===== config.mk =====
export PLATFORM = sky130hd
export DESIGN_NAME = aph_ctrl
export DESIGN_NICKNAME = d
export VERILOG_FILES = /design/src/aph_pkg.sv /design/src/aph_ctrl.sv
export VERILOG_INCLUDE_DIRS = /design/src /design/src/src
export SDC_FILE = /design/constraint.sdc
export NUM_CORES = 1
export LEC_CHECK = 0
export ABC_CLOCK_PERIOD_IN_PS = 1550
export BUFFER_PORTS_ARGS = -buffer_cell sky130_fd_sc_hd__buf_2
export CAP_MARGIN = 30
export CORE_AREA = 2 2 39 41
export DETAILED_ROUTE_END_ITERATION = 12
export DIE_AREA = 0 0 41 43
export PLACE_DENSITY = 0.53
export SLEW_MARGIN = 20
export SYNTH_ARGS = -nofsm -noshare
export SYNTH_HDL_FRONTEND = slang
export SYNTH_SLANG_ARGS = --single-unit

===== constraint.sdc =====
create_clock -name clk -period 1.55 [get_ports clk]
set_clock_uncertainty 0.1 [all_clocks]
set_input_delay 0.2325 -clock clk [delete_from_list [all_inputs] [get_ports clk]]
set_output_delay 0.2325 -clock clk [all_outputs]
set_load 0.01 [all_outputs]

===== src/assert_macros.svh =====
// Assertion helpers shared by the RTL files.
`ifndef ASSERT_MACROS_SVH
`define ASSERT_MACROS_SVH

// ante implies cons in the same cycle
`define ASSERT_IMPL(label, clk, rst_n, ante, cons) \
	label: assert property (@(posedge clk) disable iff (!rst_n) (ante) |-> (cons)) \
		else $error("implication check failed");

// ante implies cons in the next cycle
`define ASSERT_NEXT(label, clk, rst_n, ante, cons) \
	label: assert property (@(posedge clk) disable iff (!rst_n) (ante) |=> (cons)) \
		else $error("next-cycle check failed");

// expr holds at every clock edge out of reset
`define ASSERT_ALWAYS(label, clk, rst_n, expr) \
	label: assert property (@(posedge clk) disable iff (!rst_n) (expr)) \
		else $error("invariant check failed");

`endif


===== src/aph_pkg.sv =====
`timescale 1ns / 1ps
`default_nettype none

package aph_pkg;

	localparam int SINE_DEPTH     = 256;
	localparam int SINE_ADDR_BITS = $clog2(SINE_DEPTH);
	localparam int CFG_INDEX_BITS = 3;
	localparam int CFG_DATA_BITS  = 32;
	localparam int DIV_STEPS      = 31;

	localparam logic [15:0] SWEEP_MIN_RST = 16'd1201;
	localparam logic [15:0] SWEEP_MAX_RST = 16'd4369;
	localparam logic [31:0] LFO_STEP_RST  = 32'd44739;
	localparam logic [15:0] FEEDBACK_RST  = 16'd45875;
	localparam logic [16:0] WET_DEPTH_RST = 17'd65536;

	localparam logic [63:0] Q30_ONE     = 64'd1073741824;
	localparam logic [63:0] HALF_PI_Q30 = 64'd1686629713;

	typedef enum logic [CFG_INDEX_BITS-1:0] {
		CFG_SWEEP_MIN = 3'd0,
		CFG_SWEEP_MAX = 3'd1,
		CFG_LFO_STEP  = 3'd2,
		CFG_FEEDBACK  = 3'd3,
		CFG_WET_DEPTH = 3'd4
	} cfg_reg_t;

	typedef enum logic [3:0] {
		S_IDLE,
		S_DMUL,
		S_DSUM,
		S_DIVGO,
		S_FBMUL,
		S_FBSUM,
		S_DIVWAIT,
		S_AXMUL,
		S_Y,
		S_AYMUL,
		S_Z,
		S_WMUL,
		S_OUT
	} state_t;

	typedef enum logic [2:0] {
		MUL_NONE,
		MUL_D,
		MUL_FB,
		MUL_AX,
		MUL_AY,
		MUL_WET
	} mul_sel_t;

	typedef struct packed {
		logic     in_ready;
		logic     accept;
		mul_sel_t mul_sel;
		logic     load_d;
		logic     div_start;
		logic     load_x0;
		logic     load_y;
		logic     load_z;
		logic     load_out;
	} aph_cmd_t;

	typedef struct packed {
		logic div_busy;
		logic last_stage;
		logic out_free;
	} aph_status_t;

	typedef logic [16:0] sine_rom_t [SINE_DEPTH];

	// Quarter-wave sine in Q1.16, odd Horner polynomial through x^11 in Q30.
	function automatic sine_rom_t gen_sine_rom();
		sine_rom_t   rom;
		logic [63:0] x;
		logic [63:0] x2;
		logic [63:0] t;
		logic [63:0] s;
		for (int k = 0; k < SINE_DEPTH; k++) begin
			x  = (64'(k) * HALF_PI_Q30) / SINE_DEPTH;
			x2 = (x * x) >> 30;
			t  = Q30_ONE - x2 / 110;
			t  = Q30_ONE - ((x2 * t) >> 30) / 72;
			t  = Q30_ONE - ((x2 * t) >> 30) / 42;
			t  = Q30_ONE - ((x2 * t) >> 30) / 20;
			t  = Q30_ONE - ((x2 * t) >> 30) / 6;
			s  = (x * t) >> 30;
			s  = (s + 64'd8192) >> 14;
			rom[k] = (s > 64'd65536) ? 17'd65536 : s[16:0];
		end
		return rom;
	endfunction

	localparam sine_rom_t SINE_ROM = gen_sine_rom();

	function automatic logic signed [31:0] sat32(input logic signed [67:0] v);
		if (v > 68'sd2147483647) begin
			return 32'sh7fff_ffff;
		end else if (v < -68'sd2147483648) begin
			return 32'sh8000_0000;
		end else begin
			return v[31:0];
		end
	endfunction

endpackage

`default_nettype wire


===== src/aph_ctrl.sv =====
`timescale 1ns / 1ps
`default_nettype none
`include "assert_macros.svh"

module aph_ctrl
	import aph_pkg::*;
(
	input  wire logic        clk,
	input  wire logic        arst_n,
	input  wire logic        in_valid,
	input  wire aph_status_t status,
	output aph_cmd_t         cmd
);

	state_t state_q;
	state_t state_d;

	always_ff @(posedge clk or negedge arst_n) begin
		if (!arst_n) begin
			state_q <= S_IDLE;
		end else begin
			state_q <= state_d;
		end
	end

	always_comb begin
		state_d = state_q;
		case (state_q)
			S_IDLE:    if (in_valid) state_d = S_DMUL;
			S_DMUL:    state_d = S_DSUM;
			S_DSUM:    state_d = S_DIVGO;
			S_DIVGO:   state_d = S_FBMUL;
			S_FBMUL:   state_d = S_FBSUM;
			S_FBSUM:   state_d = S_DIVWAIT;
			S_DIVWAIT: if (!status.div_busy) state_d = S_AXMUL;
			S_AXMUL:   state_d = S_Y;
			S_Y:       state_d = S_AYMUL;
			S_AYMUL:   state_d = S_Z;
			S_Z:       state_d = status.last_stage ? S_WMUL : S_Y;
			S_WMUL:    state_d = S_OUT;
			S_OUT:     if (status.out_free) state_d = S_IDLE;
			default:   state_d = S_IDLE;
		endcase
	end

	always_comb begin
		cmd = '{default: '0, mul_sel: MUL_NONE};
		case (state_q)
			S_IDLE: begin
				cmd.in_ready = 1'b1;
				cmd.accept   = in_valid;
			end
			S_DMUL:  cmd.mul_sel   = MUL_D;
			S_DSUM:  cmd.load_d    = 1'b1;
			S_DIVGO: cmd.div_start = 1'b1;
			S_FBMUL: cmd.mul_sel   = MUL_FB;
			S_FBSUM: cmd.load_x0   = 1'b1;
			S_AXMUL: cmd.mul_sel   = MUL_AX;
			S_Y:     cmd.load_y    = 1'b1;
			// a*y serves this stage's state update and the next stage's input term
			S_AYMUL: cmd.mul_sel   = MUL_AY;
			S_Z:     cmd.load_z    = 1'b1;
			S_WMUL:  cmd.mul_sel   = MUL_WET;
			S_OUT:   cmd.load_out  = status.out_free;
			default: cmd.in_ready  = 1'b0;
		endcase
	end

	`ASSERT_IMPL(a_start_idle, clk, arst_n, cmd.div_start, !status.div_busy)
	`ASSERT_IMPL(a_coef_ready, clk, arst_n, cmd.mul_sel == MUL_AX, !status.div_busy)
	`ASSERT_IMPL(a_out_room, clk, arst_n, cmd.load_out, status.out_free)

endmodule

`default_nettype wire


==> After elaboration in Yosys (flattened, before gate mapping) <==
Index checks and enable logic that the tools add are counted.
{ "totals": {"out_inout_bits": 11, "mem_bits_rw": 0, "latchBits": 0, "wordCells": 32, "reg_bits": 4, "inputBits": 6, "mem_count": 0, "mem_bits_ro": 0} }
{ "op_classes": {"eq_ne": 15, "n_addsub": 0, "magnitude_cmp": 0, "multipliers": 0, "bitwise": 0, "shifts": 0, "n_div": 0, "reduce_logical": 2, "muxes": 14} }
{ "op_table": {"columns": ["op", "n"], "rows": [
  ["case mux 4 bit (13 select lines)", 1],
  ["== test 4 bit, second input constant", 5],
  ["== test 4 x 3 -> 1 bit, second input constant", 4],
  ["case mux 3 bit (5 select lines)", 1],
  ["two-way mux 4 bit", 3],
  ["== test 4 x 2 -> 1 bit, second input constant", 2],
  ["two-way mux 1 bit", 8],
  ["!= test 2 bit, second input constant", 3],
  ["== test 4 x 1 -> 1 bit, second input constant", 1],
  ["zero test 4 bit", 1],
  ["AND reduction 3 bit", 1],
  ["two-way mux 2 bit", 1]
]} }

==> Longest topological paths before layout <==
Gate-level depths: netlist of the first run.
{ "logic_depth": {"ltp_word": 3, "mapped_depth": 4, "mapped_depth_nobuf": 3} }

==> Least setup slack after synthesis of the first run <==
OpenSTA, ideal clock, no wires.
{ "synth_timing": {"kind": "register to output", "startpoint": "reg state_q[0]", "endpoint": "out cmd[10] in the netlist's numbering", "path_stages_with_launch": 4, "required_time_ns": 1.217, "t_arrival_ns": 0.988, "n_path_buf": 1, "path_slack_ns": 0.229, "cell_sequence": "dfrtp_1 > buf_6 > or2_1 > nor3_1"} }
{ "synth_lines": {"columns": ["element", "line", "source"], "rows": [
  ["start, declared", "aph_ctrl.sv:15", "state_t state_q;"],
  ["start signal, assigned", "aph_ctrl.sv:22", "state_q <= state_d;"],
  ["end, declared", "aph_ctrl.sv:12", "output aph_cmd_t cmd"]
]} }

==> qor.yml, run 1 <==
floorplanning:
  row_count: 14
  ios: 17
  die_w_um: 41
  die_h_um: 43
  core_area_mm2: 0.001384
  die_area_mm2: 0.001763
  initial_core_util_pct: 23.60
grt:
  grt_usage_pct: 11.30
  antenna_found_initial: 0
  grt_pass1_vias: 343
  grt_overflow: 0
  grt_max_degree: 11
  grt_first_pass_wirelength_um: 1359
logic_synthesis:
  synth_area_leaders: "dfrtp_1, buf_6, nor2_1"
  synth_seq_cells: 4
  synth_seq_area_share_pct: 30.65
  yosys.area.top_type_share_pct: 30.65
  synth_most_common_cell: "nor2_1"
  synthTopCellsByCount: "nor2_1, nand2_1, dfrtp_1, nor3_1"
  ys_warn_count: 0
  synth_fp_nets: 50
  syn_area_um2: 326.6
  postSynthAreaPerCell_um2: 7.422
  synth_edf_count: 0
  syn_inst: 44
  synth_flop_cell: "dfrtp_1"
  async_flop_share_pct: 100.0
  synth_cell_types: 21
  synth_top_area_cell: "dfrtp_1"
placed_design:
  io_buffers: 16
  dpl.cell_count: 74
  gp_congestion: 0.6521
  detailed_place_hpwl_um: 626.9
  placed_area_um2: 400.4
  place_ws_ns: 0.1609
timing:
  setup_tns_ns: -0.0005890
  tightest_slew_ns: 0.2620
  min_period_ns: 1.551
  maxSlewViolCount: 0
  hold_viol: 0
  slew_headroom_pct: 82.31
  fin_crit_sh_pct: 100.0
  rsz0062_at_grt: "yes"
  max_freq_mhz: 644.9
  layout_setup_ws_ns: -0.0005890
  finalSetupViolations: 1
min_path:
  hp-start: "status[2]"
  holdPathStages: 4
  hold_class: "input port to register"
  min_to: "state_q[0]$_DFFE_PN0P_"
drt:
  routed_wl_um: 890
  vias_per_cell: 4.512
  firstDrtPassIters: 2
  drtAntennaViolNets: 0
  drtIter0Drc: 7
  via_count: 379
  routedWlPerCell_um: 10.60
  drc_errors: 0
cells_and_area:
  n_antenna_cell: 0
  regMostFlops: "state_q"
  fin_cells: 84
  layout-area-overhead-vs-synth_pct: 53.64
  fin_nets: 76
  largest_reg_flops: 4
  design_area_um2: 501.7
  drive_gt1_share_pct: 52.94
  reg_top3: "state_q x4"
clocking:
  cts_buffer_depth: 2
  cts_sinks: 4
  cts_tree: "built"
  cts_root_buf: "clkbuf_4"
  clkLatencyLatePin_ns: 0.23
  cts.htree.levels: 1
  clk_pin_slew_ns: 0.04
  numCtsBuffers: 3
critical_path:
  crit_path_start_kind: "register"
  ff2ff_setup_slack_ns: 0.30
  worst_r2r_endpoint: "state_q[0]$_DFFE_PN0P_"
  slowest_stage: "dfrtp_2"
  worstPathRequired_ns: 1.22
  cp_max_fo: 7
  critPathLaunch: "state_q[1]$_DFFE_PN0P_"
  r2r_cells: 3
  cp_top_family: "flip-flops"
  path_buf_inv: 1
  max_stage_delay_ns: 0.44
  reg2reg_from: "state_q[1]$_DFFE_PN0P_"
  end_kind: "output pin"
  critical_path_class: "register to output pin"
  crit_chain: "or2_4 > a21oi_1 > buf_2"
  worstPathArrival_ns: 1.22
power_and_ir_drop:
  leakagePower_nw: 0.2605
  power_density_mw_per_mm2: 2246
  finalPower_w: 0.001127
  vdd_drop_max_v: 0.0006934
run:
  maxCapViolations: 0
run_status:
  violations: "negative setup slack"
  outcome: "finished with violations"
==> where the power goes <==
group          switching, W  total (W)  internal (W)
logic              0.000393   0.000749      0.000356
clock network     0.0000380   0.000124     0.0000863
registers         0.0000850   0.000253      0.000168
==> cells by family (layout without fill, tap and decap cells) <==
family | after synthesis | in the layout | share of synthesized area, %
AO/OA/AOI/OAI | 14 | 14 | 26.82
flip-flops | 4 | 4 | 30.65
buffers and inverters | 6 | 30 | 14.94
AND/OR/NAND/NOR | 20 | 20 | 27.59
==> worst max path at each step <==
stage / to / slack (ns) / cells after the start
2_1_floorplan: cmd[10] / 0.23 / 3
3_3_place_gp: cmd[10] / 0.18 / 3
3_5_place_dp: cmd[10] / 0.16 / 3
4_1_cts: cmd[6] / -0.004 / 3
5_1_grt: cmd[6] / -0.05 / 3
6_report: cmd[7] / -0.0006 / 3
==> repair_timing <==
item,CTS,global route
setup buffers,4,2
hold endpoints to repair,4,0
hold buffers,1,0
pin swaps,1,3
setup endpoints to repair,6,10
gates resized for setup,3,6
==> placed cells by master (no fill, tap or decap), types with 3 or more instances in the layout <==
master     n
nor3_2     3
o21ai_0    3
dfrtp_2    3
clkbuf_4   3
buf_2     16
a21oi_1    3
nor2_1     6
buf_4      8
nand2_1    5
==> routing by layer <==
layer  wire [um]  vias to the layer above  track usage, %
li1            -                      203               -
met1         384                      165           12.75
met2         463                       11           19.06
met3          43                        0           1.571
met4           0                        0           6.000
met5           0                        -               0
==> worst register-to-register path: stages, from the launching register on <==
cell and delay, ns:
dfrtp_2 0.44, buf_4 0.16, o41ai_1 0.34, a21oi_1 0.08
==> area by class of cell <==
cell class	instances	area (um2)
well taps	16	20.02
multi-input cells	34	197.7
flip-flops and latches	4	103.9
fillers	165	882.1
repair buffers	25	150.1
clock buffers	3	22.52
inverters	2	7.507
==> per-stage QoR <==
step,hold WS (ns),util [%]
4_1_cts,0.1907,33.82
5_1_grt,0.2484,36.26
6_report,0.1919,36.26
2_1_floorplan,-0.1631,-
3_5_place_dp,-0.05786,28.93
3_3_place_gp,-0.05981,28.93
No activity file was read; power rests on OpenSTA's default activity.
==> inputs of run 2 (changes only) <==
--- a/config.mk
+++ b/config.mk
@@ -12,7 +12,7 @@
 export CORE_AREA = 2 2 39 41
 export DETAILED_ROUTE_END_ITERATION = 12
 export DIE_AREA = 0 0 41 43
-export PLACE_DENSITY = 0.53
+export PLACE_DENSITY = 0.6
 export SLEW_MARGIN = 20
 export SYNTH_ARGS = -nofsm -noshare
 export SYNTH_HDL_FRONTEND = slang
==> run 2 against run 1 <==
Net effect:
- the run now ends clean
- flip-flop and latch count unchanged
- first-iteration DRC count up 14%
- global-route usage is 0.88 points higher
- utilization is 0.36 points higher
- setup slack gained 0.0012 ns
- routed wire length increased by 8.5%
- critical path type unchanged
==> qor.yml, run 2 (synthesized netlist as in run 1, its figures left out) <==
timing:
  rsz0062_at_grt: "yes"
  slew_headroom_pct: 79.19
  finalSetupViolations: 0
  hold_viol: 0
  maxSlewViolCount: 0
  fin_crit_sh_pct: 99.96
  max_freq_mhz: 645.4
  tightest_slew_ns: 0.3081
  holdWs_ns: 0.1719
  min_period_ns: 1.549
floorplanning:
  ios: 17
  die_area_mm2: 0.001763
  die_h_um: 43
  row_count: 14
  die_w_um: 41
  initial_core_util_pct: 23.60
  core_area_mm2: 0.001384
run_status:
  outcome: "complete, no violations"
power_and_ir_drop:
  vdd_drop_max_v: 0.0007540
  power_density_mw_per_mm2: 2289
  finalPower_w: 0.001160
  leakagePower_nw: 0.2619
drt:
  drtAntennaViolNets: 0
  drtIter0Drc: 8
  routedWlPerCell_um: 11.50
  drc_errors: 0
  vias_per_cell: 4.917
  firstDrtPassIters: 4
  routed_wl_um: 966
  via_count: 413
run:
  maxCapViolations: 0
critical_path:
  crit_path_start_kind: "register"
  worstPathRequired_ns: 1.22
  crit_chain: "or2_4 > a21oi_1 > buf_2"
  ff2ff_setup_slack_ns: 0.28
  end_kind: "output pin"
  path_buf_inv: 1
  reg2reg_from: "state_q[1]$_DFFE_PN0P_"
  critical_path_class: "register to output pin"
  cp_max_fo: 7
  worstPathArrival_ns: 1.22
  slowest_stage: "dfrtp_2"
  critPathLaunch: "state_q[0]$_DFFE_PN0P_"
  cp_top_family: "flip-flops"
  max_stage_delay_ns: 0.44
  r2r_cells: 3
  worst_r2r_endpoint: "state_q[0]$_DFFE_PN0P_"
cells_and_area:
  n_antenna_cell: 0
  reg_top3: "state_q x4"
  drive_gt1_share_pct: 55.88
  fin_nets: 76
  n_fill_cell: 151
  seq_area_um2: 103.9
  largest_reg_flops: 4
  mostFrequentLayoutCells: "buf_2, buf_4, nor2_1"
  layout-area-overhead-vs-synth_pct: 55.17
  utilization_pct: 36.62
  layout_commonest_cell: "buf_2"
  multiInputGateArea_um2: 202.7
  regMostFlops: "state_q"
clocking:
  cts_root_buf: "clkbuf_4"
  clkLatencyLatePin_ns: 0.24
  numCtsBuffers: 3
  cts_buffer_depth: 2
  cts_sinks: 4
  clk_pin_slew_ns: 0.04
  cts.htree.levels: 1
  cts_tree: "built"
grt:
  antenna_found_initial: 0
  grt_pass1_vias: 367
  grt_max_degree: 12
  grt_first_pass_wirelength_um: 1469
  grt_overflow: 0
  grt_usage_pct: 12.19
min_path:
  min_to: "state_q[0]$_DFFE_PN0P_"
  hold_class: "input port to register"
  holdPathStages: 4
  hp-start: "status[2]"
placed_design:
  gp_congestion: 0.7756
  detailed_place_hpwl_um: 638.3
  io_buffers: 16
run 2: cell count changes in the layout (fill, tap and decap cells not counted):
cell and change:
nand2_1 -1, nand2_2 +1, nor2_1 -1, nor2_2 +1
run 2: worst max-delay path by stage:
| stage | end | slack [ns] | depth (start not counted) |
|---|---|---|---|
| 4_1_cts | cmd[10] | 0.005 | 3 |
| 3_3_place_gp | cmd[10] | 0.18 | 3 |
| 6_report | cmd[7] | 0.0006 | 3 |
| 5_1_grt | cmd[6] | -0.05 | 4 |
| 2_1_floorplan | cmd[10] | 0.23 | 3 |
| 3_5_place_dp | cmd[10] | 0.20 | 3 |
run 2: where the power goes:
part           total (W)  switching [W]  internal [W]  leakage, nW
clock           0.000137      0.0000494     0.0000871       0.0138
combinational   0.000772       0.000409      0.000363        0.202
sequential      0.000252      0.0000836      0.000168       0.0458
total            0.00116       0.000542      0.000618        0.262
run 2: metrics by stage:
stage	TNS [ns]	area, um2	std cells	setup slack [ns]
finish	0	506.7	84	0.0006195
global route	-0.2306	506.7	84	-0.05044
CTS	0	476.7	83	0.004683
detailed placement	0	407.9	75	0.1965
global placement	0	407.9	75	0.1792
floorplan	0	326.6	44	0.2294
run 2: metal layers:
metal / vias to the layer above / global-route usage (%) / part of all wire (%)
met2: 7 / 18.13 / 55
met1: 202 / 15.58 / 39
met3: 2 / 1.571 / 3.3
met5: - / 0 / 0
li1: 202 / - / -
met4: 0 / 8.000 / 1.7
run 2: timing repair:
item / CTS / global route
setup endpoints to repair: 7 / 7
buffers inserted: 4 / 1
hold endpoints to repair: 4 / 0
pin swaps: 0 / 2
hold buffers: 1 / 0
resized for setup: 4 / 7
run 2: worst register-to-register path, delay by kind of cell (launching register included):
| family | cells | cell delay, ns |
|---|---|---|
| DFF | 1 | 0.43 |
| AOI/OAI and AO/OA | 2 | 0.45 |
| buffers and inverters | 1 | 0.16 |
run 2: area by class of cell:
cell class | count | area share (%)
multi-input combinational | 34 | 40.00
clock buffer | 3 | 4.444
tap | 16 | 3.951
sequential | 4 | 20.49
timing repair buffer | 25 | 29.63
inverter | 2 | 1.481
==> inputs of run 3 (changes only) <==
--- a/config.mk
+++ b/config.mk
@@ -6,10 +6,11 @@
 export SDC_FILE = /design/constraint.sdc
 export NUM_CORES = 1
 export LEC_CHECK = 0
-export ABC_CLOCK_PERIOD_IN_PS = 1550
+export ABC_CLOCK_PERIOD_IN_PS = 1500
 export BUFFER_PORTS_ARGS = -buffer_cell sky130_fd_sc_hd__buf_2
 export CAP_MARGIN = 30
 export CORE_AREA = 2 2 39 41
+export CTS_BUF_LIST = sky130_fd_sc_hd__clkbuf_4
 export DETAILED_ROUTE_END_ITERATION = 12
 export DIE_AREA = 0 0 41 43
 export PLACE_DENSITY = 0.6
==> constraint.sdc (replaced) <==
create_clock -name clk -period 1.5 [get_ports clk]
set_clock_uncertainty 0.1 [all_clocks]
set_input_delay 0.225 -clock clk [delete_from_list [all_inputs] [get_ports clk]]
set_output_delay 0.225 -clock clk [all_outputs]
set_load 0.01 [all_outputs]
==> run 3 against run 2 <==
Net effect:
- utilization up 3.2 points
- global-route usage up 1.3 points
- the flow now finishes with violations (negative setup slack)
- critical path depth unchanged
- final area up 8.6%
- critical path type unchanged
- clock-buffer cell count is the same
- first-iteration DRC count stayed put
- final cell count rose by 4.8%
==> qor.yml, run 3 (synthesized netlist as in run 1, its figures left out) <==
run_status:
  outcome: "finished with violations"
  violations: "negative setup slack"
clocking:
  cts_root_buf: "clkbuf_4"
  clk_pin_slew_ns: 0.04
  cts_sinks: 4
  cts.htree.levels: 1
  clkLatencyLatePin_ns: 0.24
  numCtsBuffers: 3
  cts_tree: "built"
  cts_buffer_depth: 2
drt:
  firstDrtPassIters: 4
  via_count: 435
  drtIter0Drc: 8
  vias_per_cell: 4.943
  drtAntennaViolNets: 0
  routedWlPerCell_um: 12.51
  routed_wl_um: 1101
  drc_errors: 0
cells_and_area:
  largest_reg_flops: 4
  fin_cells: 88
  layout-area-overhead-vs-synth_pct: 68.58
  layout_commonest_cell: "buf_2"
  fin_nets: 80
  n_fill_cell: 144
  drive_gt1_share_pct: 61.11
  mostFrequentLayoutCells: "buf_2, buf_4, nor2_1"
  reg_top3: "state_q x4"
  n_antenna_cell: 0
  regMostFlops: "state_q"
grt:
  grt_first_pass_wirelength_um: 1593
  grt_pass1_vias: 395
  grt_max_degree: 12
  grt_overflow: 0
  antenna_found_initial: 0
  grt_usage_pct: 13.49
critical_path:
  worstPathArrival_ns: 1.23
  reg2reg_from: "state_q[2]$_DFFE_PN0P_"
  crit_chain: "or2b_1 > a31oi_1 > buf_2"
  path_buf_inv: 1
  cp_max_fo: 6
  end_kind: "output pin"
  crit_path_start_kind: "register"
  cp_top_family: "flip-flops"
  worstPathRequired_ns: 1.17
  critical_path_class: "register to output pin"
  slowest_stage: "dfrtp_2"
  max_stage_delay_ns: 0.42
  critPathLaunch: "state_q[3]$_DFFE_PN0P_"
floorplanning:
  core_area_mm2: 0.001384
  die_h_um: 43
  die_w_um: 41
  die_area_mm2: 0.001763
  row_count: 14
  ios: 17
  initial_core_util_pct: 23.60
placed_design:
  io_buffers: 16
  dpl.cell_count: 75
  gp_congestion: 0.7754
  place_ws_ns: 0.1540
  detailed_place_hpwl_um: 639.1
timing:
  min_period_ns: 1.560
  holdWs_ns: 0.1967
  hold_viol: 0
  max_freq_mhz: 641.1
  maxSlewViolCount: 0
  tightest_slew_ns: 0.3210
  finalSetupViolations: 7
  layout_setup_ws_ns: -0.05976
  rsz0062_at_grt: "yes"
  fin_crit_sh_pct: 104.0
  slew_headroom_pct: 78.32
run:
  maxCapViolations: 0
power_and_ir_drop:
  leakagePower_nw: 0.2837
  vdd_drop_max_v: 0.0008383
  power_density_mw_per_mm2: 2426
min_path:
  hp-start: "status[2]"
  hold_class: "input port to register"
run 3: cell types whose count changed in the layout (fill, tap and decap cells not counted):
cell	before	now
buf_4	8	10
buf_6	0	2
a21oi_1	3	2
a21oi_2	0	1
nand2_1	4	3
nand2_2	1	2
run 3: metal layers:
metal	vias to the layer above	routed length, um	global-route usage [%]
met4	0	23	10.00
met1	216	425	14.94
met3	2	32	1.571
li1	210	-	-
met5	-	0	0
met2	7	621	21.88
run 3: worst paths after layout:
kind	endpoint	depth (start not counted)	slack (ns)
hold / removal	state_q[0]$_DFFE_PN0P_	4	0.20
hold reg to reg	state_q[0]$_DFFE_PN0P_	3	0.53
max in group asynchronous	state_q[1]$_DFFE_PN0P_	2	0.94
min in group asynchronous	state_q[3]$_DFFE_PN0P_	2	0.22
setup reg to reg	state_q[0]$_DFFE_PN0P_	4	0.14
setup / recovery	cmd[6]	3	-0.06
run 3: area by class of cell:
cell class | count | area [um2] | share of cell area (%)
inverter | 2 | 7.507 | 1.364
sequential | 4 | 103.9 | 18.86
timing repair buffer | 29 | 187.7 | 34.09
multi-input combinational | 34 | 209.0 | 37.95
tap | 16 | 20.02 | 3.636
clock buffer | 3 | 22.52 | 4.091
run 3: repair_timing:
item,CTS,global route
endpoints found under the hold margin,4,0
pin swaps,4,3
setup endpoints to repair,10,11
resized for setup,9,6
buffers inserted,5,4
hold buffers,1,0
run 3: per-stage QoR:
stage	setup TNS [ns]	area, um2	util [%]	power (W)
final	-0.2538	550.5	39.78	0.001336
after global routing	-0.6448	550.5	39.78	0.001442
after CTS	-0.1002	503.0	36.35	0.001181
after detailed placement	0	407.9	29.48	0.0008659
after global placement	0	407.9	29.48	0.0008676
after floorplan	0	326.6	-	0.0007330
run 3: power by group:
group          switching [W]  total, W  leakage (nW)  internal [W]
clock              0.0000537  0.000144        0.0138     0.0000902
combinational       0.000468  0.000926         0.224      0.000458
sequential         0.0000919  0.000265        0.0458      0.000174
run 3: worst register-to-register path, delay by kind of cell, from the launching register on:
kind	cells	cell delay (ns)
AOI/OAI and AO/OA	2	0.42
DFF	1	0.41
buffers and inverters	2	0.30
